**src/hw/rtl/lssc_pkg.sv**
```systemverilog
// lssc_pkg: shared types, constants and microcode ROM for the line sensor
// scan centroid block. No dependencies; used by line_sensor_scan_centroid.

package lssc_pkg;

  localparam int unsigned PcW = 2;
  typedef logic [PcW-1:0] pc_t;

  localparam pc_t PC_FETCH   = 2'd0;
  localparam pc_t PC_DIVINIT = 2'd1;
  localparam pc_t PC_DIVSTEP = 2'd2;
  localparam pc_t PC_FINISH  = 2'd3;

  // config register indexes
  localparam logic [1:0] REG_REVERSE_ORDER = 2'd0;
  localparam logic [1:0] REG_BLACK_IS_HIGH = 2'd1;
  localparam logic [1:0] REG_SETTLE_TICKS  = 2'd2;

  localparam logic [15:0] SETTLE_RESET  = 16'd70;
  localparam logic [3:0]  DIV_LAST_ITER = 4'd14;
  localparam logic [2:0]  LAST_CHANNEL  = 3'd7;

  typedef enum logic [1:0] {
    COND_NONE,
    COND_DIV_PENDING,
    COND_ITER_MORE,
    COND_OUT_FREE
  } cond_t;

  typedef struct packed {
    logic  wait_in;   // step takes an input word
    logic  div_init;
    logic  div_step;
    logic  emit;      // load result register from divider
    logic  hold;      // stay on this step when no jump
    cond_t cond;
    pc_t   target;
  } ctrl_word_t;

  function automatic ctrl_word_t ucode_rom(input pc_t pc);
    ctrl_word_t cw;
    cw = '0;
    case (pc)
      PC_FETCH: begin
        cw.wait_in = 1'b1;
        cw.hold    = 1'b1;
        cw.cond    = COND_DIV_PENDING;
        cw.target  = PC_DIVINIT;
      end
      PC_DIVINIT: begin
        cw.div_init = 1'b1;
        cw.cond     = COND_NONE;
        cw.target   = PC_DIVSTEP;
      end
      PC_DIVSTEP: begin
        cw.div_step = 1'b1;
        cw.cond     = COND_ITER_MORE;
        cw.target   = PC_DIVSTEP;
      end
      PC_FINISH: begin
        cw.emit   = 1'b1;
        cw.hold   = 1'b1;
        cw.cond   = COND_OUT_FREE;
        cw.target = PC_FETCH;
      end
      default: begin
        cw.wait_in = 1'b1;
        cw.hold    = 1'b1;
        cw.cond    = COND_DIV_PENDING;
        cw.target  = PC_DIVINIT;
      end
    endcase
    return cw;
  endfunction

  function automatic logic signed [14:0] bit_weight(input logic [2:0] b);
    logic signed [14:0] w;
    case (b)
      3'd0:    w = -15'sd3500;
      3'd1:    w = -15'sd2500;
      3'd2:    w = -15'sd1500;
      3'd3:    w = -15'sd500;
      3'd4:    w = 15'sd500;
      3'd5:    w = 15'sd1500;
      3'd6:    w = 15'sd2500;
      default: w = 15'sd3500;
    endcase
    return w;
  endfunction

endpackage

```
**src/hw/rtl/line_sensor_scan_centroid.sv**
```systemverilog
// line_sensor_scan_centroid: top level, microcoded scan sequencer with
// weighted centroid and a small restoring divider. Depends on lssc_pkg.
//
// Usage:
//  - Input channel: one word per timer tick (in_start_req, in_sensor_level),
//    handshake in_valid / in_stall. Every input word yields exactly one
//    output word on the out_ channel (out_valid / out_stall).
//  - A start request while idle begins a scan of mux channels 0..7; each
//    channel waits settle_ticks words before its sample is taken.
//  - Ordinary ticks: result registered on accept, presented in the next cycle; one word per
//    cycle sustained while the receiver keeps up.
//  - The tick that finishes a scan with a black bit runs the divider:
//    fetch, init, 15 divide steps, then load; the steps come from the
//    one-bit-per-cycle divider. A finishing tick with no black bit is
//    registered like an ordinary tick.
//  - While the receiver stalls, the result word holds and no new input
//    word is taken until the output register drains.
//  - Reset (rst_n low, synchronous) returns to idle, channel 0, registers
//    reverse_order=0, black_is_high=1, settle_ticks=70, no output pending.
//  - Config writes (cfg_we, cfg_index, cfg_wdata) apply from the next tick.

module line_sensor_scan_centroid (
  input  logic               clk,
  input  logic               rst_n,
  input  logic               cfg_we,
  input  logic [1:0]         cfg_index,
  input  logic [15:0]        cfg_wdata,
  input  logic               in_valid,
  output logic               in_stall,
  input  logic               in_start_req,
  input  logic               in_sensor_level,
  output logic               out_valid,
  input  logic               out_stall,
  output logic [2:0]         out_mux_select,
  output logic               out_busy_res,
  output logic               out_done_res,
  output logic [7:0]         out_level_map,
  output logic [7:0]         out_dark_map,
  output logic [3:0]         out_dark_total,
  output logic               out_track_found,
  output logic signed [12:0] out_line_error
);

  // config
  logic        reverse_order_r;
  logic        black_is_high_r;
  logic [15:0] settle_ticks_r;

  // sequencer
  lssc_pkg::pc_t        pc_r, pc_nxt;
  lssc_pkg::ctrl_word_t cw;
  logic                 taken;

  // scan state
  logic               scanning_r, scanning_nxt;
  logic [2:0]         chan_r, chan_nxt;
  logic [15:0]        settle_r, settle_nxt;
  logic [7:0]         raw_r, raw_nxt;
  logic [7:0]         black_r, black_nxt;
  logic [3:0]         total_r, total_nxt;
  logic signed [14:0] wsum_r, wsum_nxt;
  logic               done_tick;
  logic [2:0]         lbit;
  logic               dark_hit;

  // divider
  logic [14:0] q_r, q_nxt;
  logic [2:0]  rem_r, rem_nxt;
  logic [3:0]  iter_r, iter_nxt;
  logic [3:0]  trial;
  logic [14:0] mag;
  logic [12:0] err_mag;

  // output register
  logic               out_valid_r;
  logic               out_free;
  logic               accept;
  logic               need_div;
  logic               load_tick;
  logic               load_div;

  assign cw       = lssc_pkg::ucode_rom(pc_r);
  assign out_free = !out_valid_r || !out_stall;
  assign in_stall = !(cw.wait_in && out_free);
  assign accept   = in_valid && !in_stall;

  // one tick of the scan
  always_comb begin
    scanning_nxt = scanning_r;
    chan_nxt     = chan_r;
    settle_nxt   = settle_r;
    raw_nxt      = raw_r;
    black_nxt    = black_r;
    total_nxt    = total_r;
    wsum_nxt     = wsum_r;
    done_tick    = 1'b0;
    lbit         = reverse_order_r ? ~chan_r : chan_r;
    dark_hit     = (in_sensor_level == black_is_high_r);
    if (!scanning_r) begin
      if (in_start_req) begin
        scanning_nxt = 1'b1;
        chan_nxt     = '0;
        settle_nxt   = '0;
        raw_nxt      = '0;
        black_nxt    = '0;
        total_nxt    = '0;
        wsum_nxt     = '0;
      end
    end else if (settle_r < settle_ticks_r) begin
      settle_nxt = settle_r + 16'd1;
    end else begin
      if (in_sensor_level) begin
        raw_nxt[lbit] = 1'b1;
      end
      if (dark_hit) begin
        black_nxt[lbit] = 1'b1;
        total_nxt       = total_r + 4'd1;
        wsum_nxt        = wsum_r + lssc_pkg::bit_weight(lbit);
      end
      if (chan_r == lssc_pkg::LAST_CHANNEL) begin
        scanning_nxt = 1'b0;
        done_tick    = 1'b1;
      end else begin
        chan_nxt   = chan_r + 3'd1;
        settle_nxt = '0;
      end
    end
  end

  assign need_div  = done_tick && (total_nxt != 4'd0);
  assign load_tick = accept && !need_div;
  assign load_div  = cw.emit && out_free;

  // sequencing
  always_comb begin
    case (cw.cond)
      lssc_pkg::COND_NONE:        taken = 1'b0;
      lssc_pkg::COND_DIV_PENDING: taken = accept && need_div;
      lssc_pkg::COND_ITER_MORE:   taken = (iter_r != 4'd0);
      lssc_pkg::COND_OUT_FREE:    taken = out_free;
      default:                    taken = 1'b0;
    endcase
    if (taken) begin
      pc_nxt = cw.target;
    end else if (cw.hold) begin
      pc_nxt = pc_r;
    end else begin
      pc_nxt = pc_r + lssc_pkg::pc_t'(1);
    end
  end

  // restoring divide of |wsum| by total, one quotient bit per step
  assign mag   = wsum_r[14] ? 15'(-wsum_r) : 15'(wsum_r);
  assign trial = {rem_r, q_r[14]};

  always_comb begin
    q_nxt    = q_r;
    rem_nxt  = rem_r;
    iter_nxt = iter_r;
    if (cw.div_init) begin
      q_nxt    = mag;
      rem_nxt  = '0;
      iter_nxt = lssc_pkg::DIV_LAST_ITER;
    end else if (cw.div_step) begin
      iter_nxt = iter_r - 4'd1;
      if (trial >= total_r) begin
        rem_nxt = 3'(trial - total_r);
        q_nxt   = {q_r[13:0], 1'b1};
      end else begin
        rem_nxt = trial[2:0];
        q_nxt   = {q_r[13:0], 1'b0};
      end
    end
  end

  assign err_mag = {1'b0, q_r[11:0]};

  always_ff @(posedge clk) begin
    if (!rst_n) begin
      reverse_order_r <= 1'b0;
      black_is_high_r <= 1'b1;
      settle_ticks_r  <= lssc_pkg::SETTLE_RESET;
    end else if (cfg_we) begin
      case (cfg_index)
        lssc_pkg::REG_REVERSE_ORDER: reverse_order_r <= cfg_wdata[0];
        lssc_pkg::REG_BLACK_IS_HIGH: black_is_high_r <= cfg_wdata[0];
        lssc_pkg::REG_SETTLE_TICKS:  settle_ticks_r  <= cfg_wdata;
        default: ;
      endcase
    end
  end

  always_ff @(posedge clk) begin
    if (!rst_n) begin
      pc_r       <= lssc_pkg::PC_FETCH;
      scanning_r <= 1'b0;
      chan_r     <= '0;
      settle_r   <= '0;
      raw_r      <= '0;
      black_r    <= '0;
      total_r    <= '0;
      wsum_r     <= '0;
    end else begin
      pc_r <= pc_nxt;
      if (accept) begin
        scanning_r <= scanning_nxt;
        chan_r     <= chan_nxt;
        settle_r   <= settle_nxt;
        raw_r      <= raw_nxt;
        black_r    <= black_nxt;
        total_r    <= total_nxt;
        wsum_r     <= wsum_nxt;
      end
    end
  end

  always_ff @(posedge clk) begin
    q_r    <= q_nxt;
    rem_r  <= rem_nxt;
    iter_r <= iter_nxt;
  end

  always_ff @(posedge clk) begin
    if (!rst_n) begin
      out_valid_r <= 1'b0;
    end else if (load_tick || load_div) begin
      out_valid_r <= 1'b1;
    end else if (!out_stall) begin
      out_valid_r <= 1'b0;
    end
  end

  always_ff @(posedge clk) begin
    if (load_tick) begin
      out_mux_select  <= chan_nxt;
      out_busy_res    <= scanning_nxt;
      out_done_res    <= done_tick;
      out_level_map   <= done_tick ? raw_nxt : 8'd0;
      out_dark_map    <= done_tick ? black_nxt : 8'd0;
      out_dark_total  <= done_tick ? total_nxt : 4'd0;
      out_track_found <= 1'b0;
      out_line_error  <= '0;
    end else if (load_div) begin
      out_mux_select  <= chan_r;
      out_busy_res    <= scanning_r;
      out_done_res    <= 1'b1;
      out_level_map   <= raw_r;
      out_dark_map    <= black_r;
      out_dark_total  <= total_r;
      out_track_found <= 1'b1;
      out_line_error  <= wsum_r[14] ? -$signed(err_mag) : $signed(err_mag);
    end
  end

  assign out_valid = out_valid_r;

  a_no_take_off_fetch: assert property (@(posedge clk) disable iff (!rst_n)
    pc_r != lssc_pkg::PC_FETCH |-> in_stall)
    else $error("input taken outside fetch step");

  a_divisor_nonzero: assert property (@(posedge clk) disable iff (!rst_n)
    pc_r == lssc_pkg::PC_DIVSTEP |-> total_r != 4'd0)
    else $error("divide with zero black count");

  a_quot_range: assert property (@(posedge clk) disable iff (!rst_n)
    pc_r == lssc_pkg::PC_FINISH |-> q_r <= 15'd3500)
    else $error("centroid magnitude out of range");

  a_done_not_busy: assert property (@(posedge clk) disable iff (!rst_n)
    out_valid_r && out_done_res |-> !out_busy_res)
    else $error("done word marked busy");

  a_reset_empty: assert property (@(posedge clk)
    !rst_n |=> !out_valid_r)
    else $error("output word pending after reset");

endmodule

```
**config.mk**
```make
export PLATFORM = sky130hd
export DESIGN_NAME = line_sensor_scan_centroid
export DESIGN_NICKNAME = d
export VERILOG_FILES = /design/src/hw/rtl/lssc_pkg.sv /design/src/hw/rtl/line_sensor_scan_centroid.sv
export SDC_FILE = /design/constraint.sdc
export NUM_CORES = 1
export LEC_CHECK = 0
export BUFFER_PORTS_ARGS = -buffer_cell sky130_fd_sc_hd__buf_2
export CORE_ASPECT_RATIO = 1.25
export CORE_MARGIN = 1
export CORE_UTILIZATION = 30
export DETAILED_ROUTE_END_ITERATION = 12
export PLACE_DENSITY = 0.5
export RECOVER_POWER = 100
export SLEW_MARGIN = 20
export SYNTH_ARGS = -nofsm -noshare
export SYNTH_HDL_FRONTEND = slang
export SYNTH_SLANG_ARGS = --single-unit
```
**constraint.sdc**
```tcl
create_clock -name clk -period 3.6 [get_ports clk]
set_input_delay 0.36 -clock clk [delete_from_list [all_inputs] [get_ports clk]]
set_output_delay 0.36 -clock clk [all_outputs]
set_load 0.01 [all_outputs]
```
==> metrics.txt, run 1 <==
run status finished, violations left; failing checks max-capacitance violations, max-slew violations; pre-CTS WS ~370 ps; Seq/Total Area, Yosys between 40% and 50%; syn_nets 868; CTS Buf Count 17; Worst R2R Start settle_r[5]; power per cell area 604 nW/um^2; synthesis-stage register bit count ~140; dpl hpwl approximately 13 mm; per-cell routed wire length 15.5 microns; Worst Clk Skew 12.6 ps; Reg clk slew, reported paths 70 ps; setup_tns 0 ps; P&R area growth vs syn 15.8%; share of post-route cells with drive strength above 1 9.28%; MaxCap Viol Count 1; IO buf count 65; Hold Worst Slack between 150 and 200 ps; Slew Viols, Final 40; Comb power frac between 20% and 30%; crit path kind flop to flop; leakage 3.12 nW; Cell variety after synth 72; clk root buf clkbuf_16; Sequential Power Share 42.5%; max_slew headroom -35.6%; hold depth 3; maximum VDD drop 0.000355 V; beginning of the critical path settle_r[5]; critical-path cell list ha_1 > a211oi_1 > o21bai_1 > a32o_2 > o21ai_0 > or3_1 > a31o_2 > a21o_1 > buf_12; final wirelength 18.5 mm; internal cell power 3.36 mW; Final WS setup 255 ps; first-pass GRT wire length 30.2 mm; RSZ-0062 raised after global routing no; Syn. warnings 0; CP peak stage delay 550 ps; DIE AREA 24900 sq um; Crit. End Element flop; commonest non-fill, non-tap cell in the layout nand2_1; initial antenna violation count 0; clock sinks ~140; vias per std cell 4.87; total gr overflow 0; CTS tree yes; largest net degree at the start of global routing 40; Fill cells 2523; worst endpoint required time 3740 ps; CTS resizes 0; post-layout util approximately 35%; Initial DRC Count 276; Final GP Congestion 0.801; slowest library cell on the worst path o21ai_0; Net count, final 932; Die Width 141 microns; Synth Area per Inst around 9.1 sq um; cell count after synthesis 796; Initial Util a little under a third; Achievable Freq approximately 300 MHz; switching fraction of total power about a third; Core Region roughly 24000 sq um; Post-Syn Area roughly 7300 sq um; CP Max Fanout 20; 1st-pass router iterations 4; GRT Total Usage 15.7%; Final min period 3340 ps; die height 176 microns; routed via count 5829; Critical Path Start Type flop; postcts setup bufs 0; Final Hold Viols 0; Tcrit/Tclk final 92.9%; FFs w/ async S/R, synth 0%; vias in the first global route 5712; row count 63; htree depth 4; ant diodes 0; Top Ports 66; Clk pwr share 34.3%; Residual DRC 0; hold_sp cfg_wdata[15]; hold buffers post-CTS 0; worst min path class input pin to flop; sw power 1.73 mW; Post-synth EDFFs 40; most frequent cells in the layout nand2_1, dfxtp_1, nor2_1; CTS max path bufs 2; FF-to-FF path depth 9; CP arrival ~3500 ps; ys flop type dfxtp_1; final-report setup violation count 0; Post-DRT Antenna Nets 0; clk_lat worst skew 440 ps; worst-margin pin slew 2030 ps
==> cells in the mapped netlist (3+ instances only) <==
cell type | number | area, sq um
nand2_1 | 109 | 409
dfxtp_1 | 95 | 1900
nor2_1 | 73 | 274
a21oi_1 | 67 | 335
ha_1 | 44 | 551
edfxtp_1 | 40 | 1200
inv_1 | 37 | 139
xor2_1 | 36 | 315
clkbuf_1 | 29 | 109
o31ai_1 | 24 | 180
o21ai_0 | 20 | 100
nand3_1 | 18 | 90.1
xnor2_1 | 14 | 123
nand4_1 | 13 | 81.3
nor3_1 | 11 | 55.1
mux2i_1 | 10 | 100
nand2b_1 | 10 | 62.6
a221oi_2 | 9 | 135
o2bb2ai_1 | 9 | 78.8
and3_1 | 8 | 50.1
a22oi_1 | 7 | 52.6
a32oi_1 | 7 | 61.3
and2_1 | 7 | 43.8
o21a_1 | 7 | 52.6
or3_1 | 7 | 43.8
nor2b_1 | 6 | 37.5
a211oi_1 | 4 | 30.0
a21o_1 | 4 | 30.0
nor4_1 | 4 | 25.0
o41ai_1 | 4 | 35.0
a21boi_0 | 3 | 22.5
buf_1 | 3 | 11.3
fa_1 | 3 | 60.1
nand3b_1 | 3 | 22.5
o211ai_1 | 3 | 22.5
==> routing by layer <==
metal	wire length (microns)	vias to the layer above	GRT usage (%)
met5	0	-	0
met3	664	23	2.79
met1	9000	2717	20.8
met4	406	0	6.93
met2	8460	111	24.8
li1	-	2978	-
==> sequential cells by signal, summed over array words and instances, names as in the netlist, 3 cells and up <==
name	flops
q_r	15
total_r	4
iter_r	4
out_dark_total	4
out_line_error	13
settle_r	16
black_r	8
raw_r	8
wsum_r	13
out_dark_map	8
chan_r	3
out_mux_select	3
settle_ticks_r	16
out_level_map	8
rem_r	3
==> final cells by class <==
cell class	count	area (sq um)	area share (%)
Clock buffer	17	425	5.04
Sequential cell	135	3100	36.8
Tap cell	325	407	4.82
Inverter	38	143	1.69
Clock inverter	15	156	1.85
Multi-Input combinational cell	587	3810	45.1
Timing Repair Buffer	81	393	4.66
==> power groups by stage <==
stage	clock network (mW)	registers, mW	logic (mW)
2_1_floorplan	0	2.20	0.801
3_5_place_dp	0	2.19	1.27
4_1_cts	1.79	2.16	1.28
5_1_grt	1.85	2.20	1.33
3_3_place_gp	0	2.19	1.26
6_report	1.75	2.16	1.18
==> worst max-delay path, delay by kind of cell, from the launching register on <==
kind | cells | cell delay (ps)
compound gates | 6 | 1710
flops | 1 | 470
simple gates | 1 | 320
fa+ha+maj | 1 | 300
buf+inv | 1 | 220
==> metrics by stage <==
stage               power, mW  area (sq um)  std cells
floorplan                3.00          7290        796
global placement         3.45          8000       1166
finish                   5.09          8430       1198
detailed placement       3.46          8000       1166
global route             5.38          8430       1198
CTS                      5.23          8580       1198
==> cell families after synthesis <==
kind of cell / Yosys count / synth area share, %
simple gates: 284 / 18.1
compound gates: 195 / 19.2
flops: 135 / 42.6
buf+inv: 74 / 4.06
xor+xnor: 50 / 6.01
fa+ha+maj: 47 / 8.39
mux: 11 / 1.53
==> final timing paths <==
| kind | endpoint | slack (ps) |
|---|---|---|
| worst max-delay path | out_dark_map[3] | 260 |
| worst min-delay path | settle_ticks_r[15] | 160 |
| worst max register to register | out_dark_map[3] | 260 |
| worst min register to register | settle_ticks_r[9] | 460 |
Note: power is estimated with default switching activity, not from simulation.
==> run 2: changes to the inputs <==
--- a/config.mk
+++ b/config.mk
@@ -5,6 +5,7 @@
 export SDC_FILE = /design/constraint.sdc
 export NUM_CORES = 1
 export LEC_CHECK = 0
+export ABC_AREA = 1
 export BUFFER_PORTS_ARGS = -buffer_cell sky130_fd_sc_hd__buf_2
 export CORE_ASPECT_RATIO = 1.25
 export CORE_MARGIN = 1
==> run 2 against run 1 <==
Against the previous run: the run now ends clean; global-route usage is 0.66 points lower; via count is 8.4% higher; cell area up 1.0%; non-clock buffer count fell by 5; fmax increased by 1.0%; clock skew hardly changed; sequential share of layout area fell by 0.37 points; first-iteration DRC count up 36%; critical path type unchanged; largest cell class unchanged; largest power group unchanged; highest routed layer unchanged.
==> metrics.txt, run 2 <==
Fill cells 2587; vias per std cell 4.69; Initial Util 30.8%; Cell Area, Placed 8060 sq um; Reg clk slew, reported paths 60 ps; CP Max Fanout 5; dpl hpwl 13.2 mm; Top Ports 66; commonest non-fill, non-tap cell in the layout nand2_1; clk root buf clkbuf_16; ys flop type dfxtp_1; Critical Path Start Type flop; top cells by count, synth nand2_1, inv_1, a21oi_1; Comb power frac around 27%; Hold Worst Slack 151 ps; Core Region 24000 sq um; biggest regs settle_r x16, settle_ticks_r x16, q_r x15; internal cell power 3.56 mW; CTS resizes 0; cell count after synthesis roughly 940; RSZ-0062 raised after global routing no; per-cell routed wire length 13.3 microns; Crit. End Element flop; Clk pwr share 32.0%; Syn. warnings 0; routed via count 6317; placed cells 1314; Final GP Congestion 0.821; Net count, final about 1100; initial antenna violation count 0; max_slew headroom 1.23%; most frequent cell after synthesis nand2_1; switching fraction of total power 34.5%; CP arrival 3650 ps; leakage 3.46 nW; largest net degree at the start of global routing 35; MaxCap Viol Count 0; 1st-pass router iterations 5; setup_tns 0 ps; FFs w/ async S/R, synth 0%; Worst Clk Skew 12.9 ps; multi-input logic area 3550 sq um; Residual DRC 0; Final Power 5.44 mW; run status finished, final reports clean; DIE AREA about 25000 sq um; CTS tree yes; clock sinks 135; P&R area growth vs syn 15.4%; Sequential Power Share between 40% and 50%; vias in the first global route 5864; Cell variety after synth 53; most frequent cells in the layout nand2_1, inv_1, a21oi_1; first-pass GRT wire length ~30 mm; Post-Syn Area 7380 sq um; die height 177 microns; worst endpoint required time roughly 3900 ps; total gr overflow 0; power per cell area approximately 640 nW/um^2; Final Instance Area 8520 sq um; Synth top area share between 20% and 30%; htree depth 4; CTS Buf Count 17; clk_lat worst skew 430 ps; maximum VDD drop ~0.00032 V; register area a little over 3000 sq um; crit path kind flop to flop; Achievable Freq 302 MHz; hold buffers post-CTS 0; Slew Viols, Final 0; share of post-route cells with drive strength above 1 7.74%; final-report setup violation count 0; syn_nets 1015; Seq/Total Area, Yosys around 42%; synthesis-stage register bit count approximately 140; postcts setup bufs 0; worst-margin pin slew 1480 ps; Initial DRC Count 374; post-route insts no fill 1346; CTS max path bufs 2; IO buf count 65; Die Width 142 microns; sw power 1.88 mW; final wirelength 18.0 mm; row count between 60 and 70; Final Hold Viols 0; Yosys top cell by area dfxtp_1; ant diodes 0; Post-DRT Antenna Nets 0; Final min period 3310 ps; Synth Area per Inst about 7.8 sq um; Final WS setup 289 ps; GRT Total Usage between 10% and 20%; Post-synth EDFFs 40; pre-CTS WS 365 ps; top cells by area, synth dfxtp_1, edfxtp_1, nand2_1; Tcrit/Tclk final 92.0%; worst min path class input pin to flop; post-layout util 35.5%
==> run 2: path summary, 6_finish.rpt <==
check | startpoint | endpoint | slack (ps) | depth (start not counted)
worst max-delay path | reverse_order_r | wsum_r[13] | 290 | 18
worst min-delay path | cfg_wdata[6] | settle_ticks_r[6] | 150 | 3
worst max register to register | reverse_order_r | wsum_r[13] | 290 | 18
worst min register to register | out_line_error[10] | out_line_error[10] | 460 | 2
==> run 2: worst max-delay path: stages (launching register included) <==
cell     delay [ps]
dfxtp_1         360
xnor2_1         410
inv_1           220
fa_1            440
or2_2           300
inv_1            60
ha_1            180
inv_1            90
nor3_1          170
nand2_1          70
nand2_1         100
nand2_1          60
a21oi_1         200
nand2_1          70
a21oi_1         130
nor2_1           60
a21oi_1         110
o21ai_0          90
a21oi_1         120
==> run 2: logic make-up (layout without fill, tap and decap cells) <==
kind of cell    after synthesis  after routing  synth area share [%]
simple gates                324            324                  19.4
flops                       135            135                  42.0
xor+xnor                     23             23                  2.73
buf+inv                     169            247                  9.08
fa+ha+maj                    47             47                  8.27
compound gates              245            245                  18.5
==> run 2: area by class of cell <==
type	instances	area share, %
multi-input cells	639	41.7
clock buffers	28	6.70
well taps	325	4.77
inverters	139	6.18
flip-flops and latches	135	36.4
clock inverters	4	0.338
repair buffers	76	3.92
==> run 2: metal layers <==
layer	vias up	GRT usage (%)	wire [microns]
met5	-	0	0
met4	0	6.77	454
met3	30	3.51	622
met2	123	25.2	8430
met1	2881	18.1	8450
li1	3283	-	-
==> run 2: power groups by stage <==
stage               Combinational [mW]  Sequential (mW)  Clock [mW]
finish                            1.48             2.22        1.74
CTS                               1.59             2.22        1.79
floorplan                         1.04             2.29           0
global placement                  1.57             2.24           0
detailed placement                1.58             2.25           0
global route                      1.71             2.27        1.86
==> run 3: changes to the inputs <==
--- a/config.mk
+++ b/config.mk
@@ -11,7 +11,7 @@
 export CORE_MARGIN = 1
 export CORE_UTILIZATION = 30
 export DETAILED_ROUTE_END_ITERATION = 12
-export PLACE_DENSITY = 0.5
+export PLACE_DENSITY = 0.52
 export RECOVER_POWER = 100
 export SLEW_MARGIN = 20
 export SYNTH_ARGS = -nofsm -noshare
==> run 3 against run 2 <==
Against the previous run: worst setup slack better by 8.5 ps; wire length down 0.52%; die area unchanged; global-route usage down 0.40 points; combinational power about the same; hold slack better by 4.9 ps; clock skew up 2.0 ps; cell count down 0.22%; sequential power about the same; cell area down 0.26%; largest cell class unchanged.
==> metrics.txt, run 3 (same netlist as run 2, synthesis figures left out) <==
run status finished, final reports clean; Core Region about 24000 sq um; multi-input logic area 3560 sq um; largest net degree at the start of global routing 42; setup_tns 0 ps; biggest regs settle_r x16, settle_ticks_r x16, q_r x15; register area 3100 sq um; vias per std cell 4.64; max_slew headroom 30.2%; most frequent cells in the layout nand2_1, inv_1, a21oi_1; Worst R2R Start settle_ticks_r[15]; crit path kind flop to flop; IO buf count 65; routed via count 6226; Final Hold Viols 0; Slew Viols, Final 0; Tcrit/Tclk final approximately nine tenths; die height 177 microns; CTS tree yes; dpl hpwl between 10 and 15 mm; beginning of the critical path settle_ticks_r[15]; Initial DRC Count 298; Post-DRT Antenna Nets 0; clock sinks 135; GRT Total Usage 14.6%; Fill cells roughly 2600; initial antenna violation count 0; CP arrival 3350 ps; Initial Util a little under a third; leakage 3.44 nW; MaxCap Viol Count 0; clk_lat worst skew 420 ps; first-pass GRT wire length between 20 and 30 mm; 1st-pass router iterations 5; Reg clk slew, reported paths 60 ps; power per cell area 636 nW/um^2; Crit. End Element flop; final-report setup violation count 0; Cell Area, Placed 8040 sq um; final wirelength 17.9 mm; Top Ports 66; vias in the first global route 5745; maximum VDD drop ~0.00032 V; Final Power 5.41 mW; postcts setup bufs 0; P&R area growth vs syn 15.1%; worst min path class input pin to flop; clk root buf clkbuf_16; Final min period 3300 ps; hold_sp cfg_wdata[2]; htree depth 4; Final Instance Area 8500 sq um; per-cell routed wire length 13.3 microns; Residual DRC 0; CTS Buf Count 17; commonest non-fill, non-tap cell in the layout nand2_1; share of post-route cells with drive strength above 1 roughly 8%; Die Width 142 microns; Net count, final 1077; CTS max path bufs 2; ant diodes 0; placed cells 1311; row count 63; worst endpoint required time 3650 ps; worst-margin pin slew 1050 ps; Worst Clk Skew 14.9 ps; Final GP Congestion 0.824; Critical Path Start Type flop; Achievable Freq 303 MHz; Hold Worst Slack 156 ps; DIE AREA around 25000 sq um; CP Max Fanout 25; total gr overflow 0; post-route insts no fill 1343
[run 3: critical path, stage by stage, from the launching register on]
cell     delay [ps]
dfxtp_1         310
inv_1            50
ha_1            300
nand2_1          80
nor4_1          320
nand2_1          90
nand2_1         180
nand2_1         260
nand3_1         150
nand2_1          80
nor2_1          140
a21oi_1         150
o21ai_0         260
buf_2           540
[run 3: what timing repair did]
action                     CTS  global route
hold buffers                 0             0
setup endpoints to repair    0             1
gates resized for setup      0             2
[run 3: metal layers]
metal,track usage [%],part of all wire [%]
met4,5.60,1.7
met2,25.1,49
met1,18.0,46
met5,0,0
met3,2.70,2.5
[run 3: where the power goes]
part	switching (mW)	internal [mW]
Combinational	1.01	0.463
Clock	0.688	1.04
Sequential	0.194	2.02
[run 3: final timing paths]
path / to / slack (ps) / cells past startpoint
hold / removal: settle_ticks_r[2] / 160 / 3
hold reg to reg: out_line_error[7] / 460 / 2
setup / recovery: out_done_res / 300 / 13
setup reg to reg: out_done_res / 300 / 13
[run 3: final cells by class]
type,instances,area share (%)
clock buffer,20,5.26
sequential,135,36.5
timing repair buffer,73,3.80
inverter,139,6.20
tap,325,4.79
multi-input combinational,639,41.9
clock inverter,12,1.52
[run 3: through the flow]
stage	util, %	worst slack [ps]
2_1_floorplan	-	433
3_3_place_gp	33.5	408
3_5_place_dp	33.5	404
4_1_cts	35.9	373
5_1_grt	35.5	-8.09
6_report	35.5	298
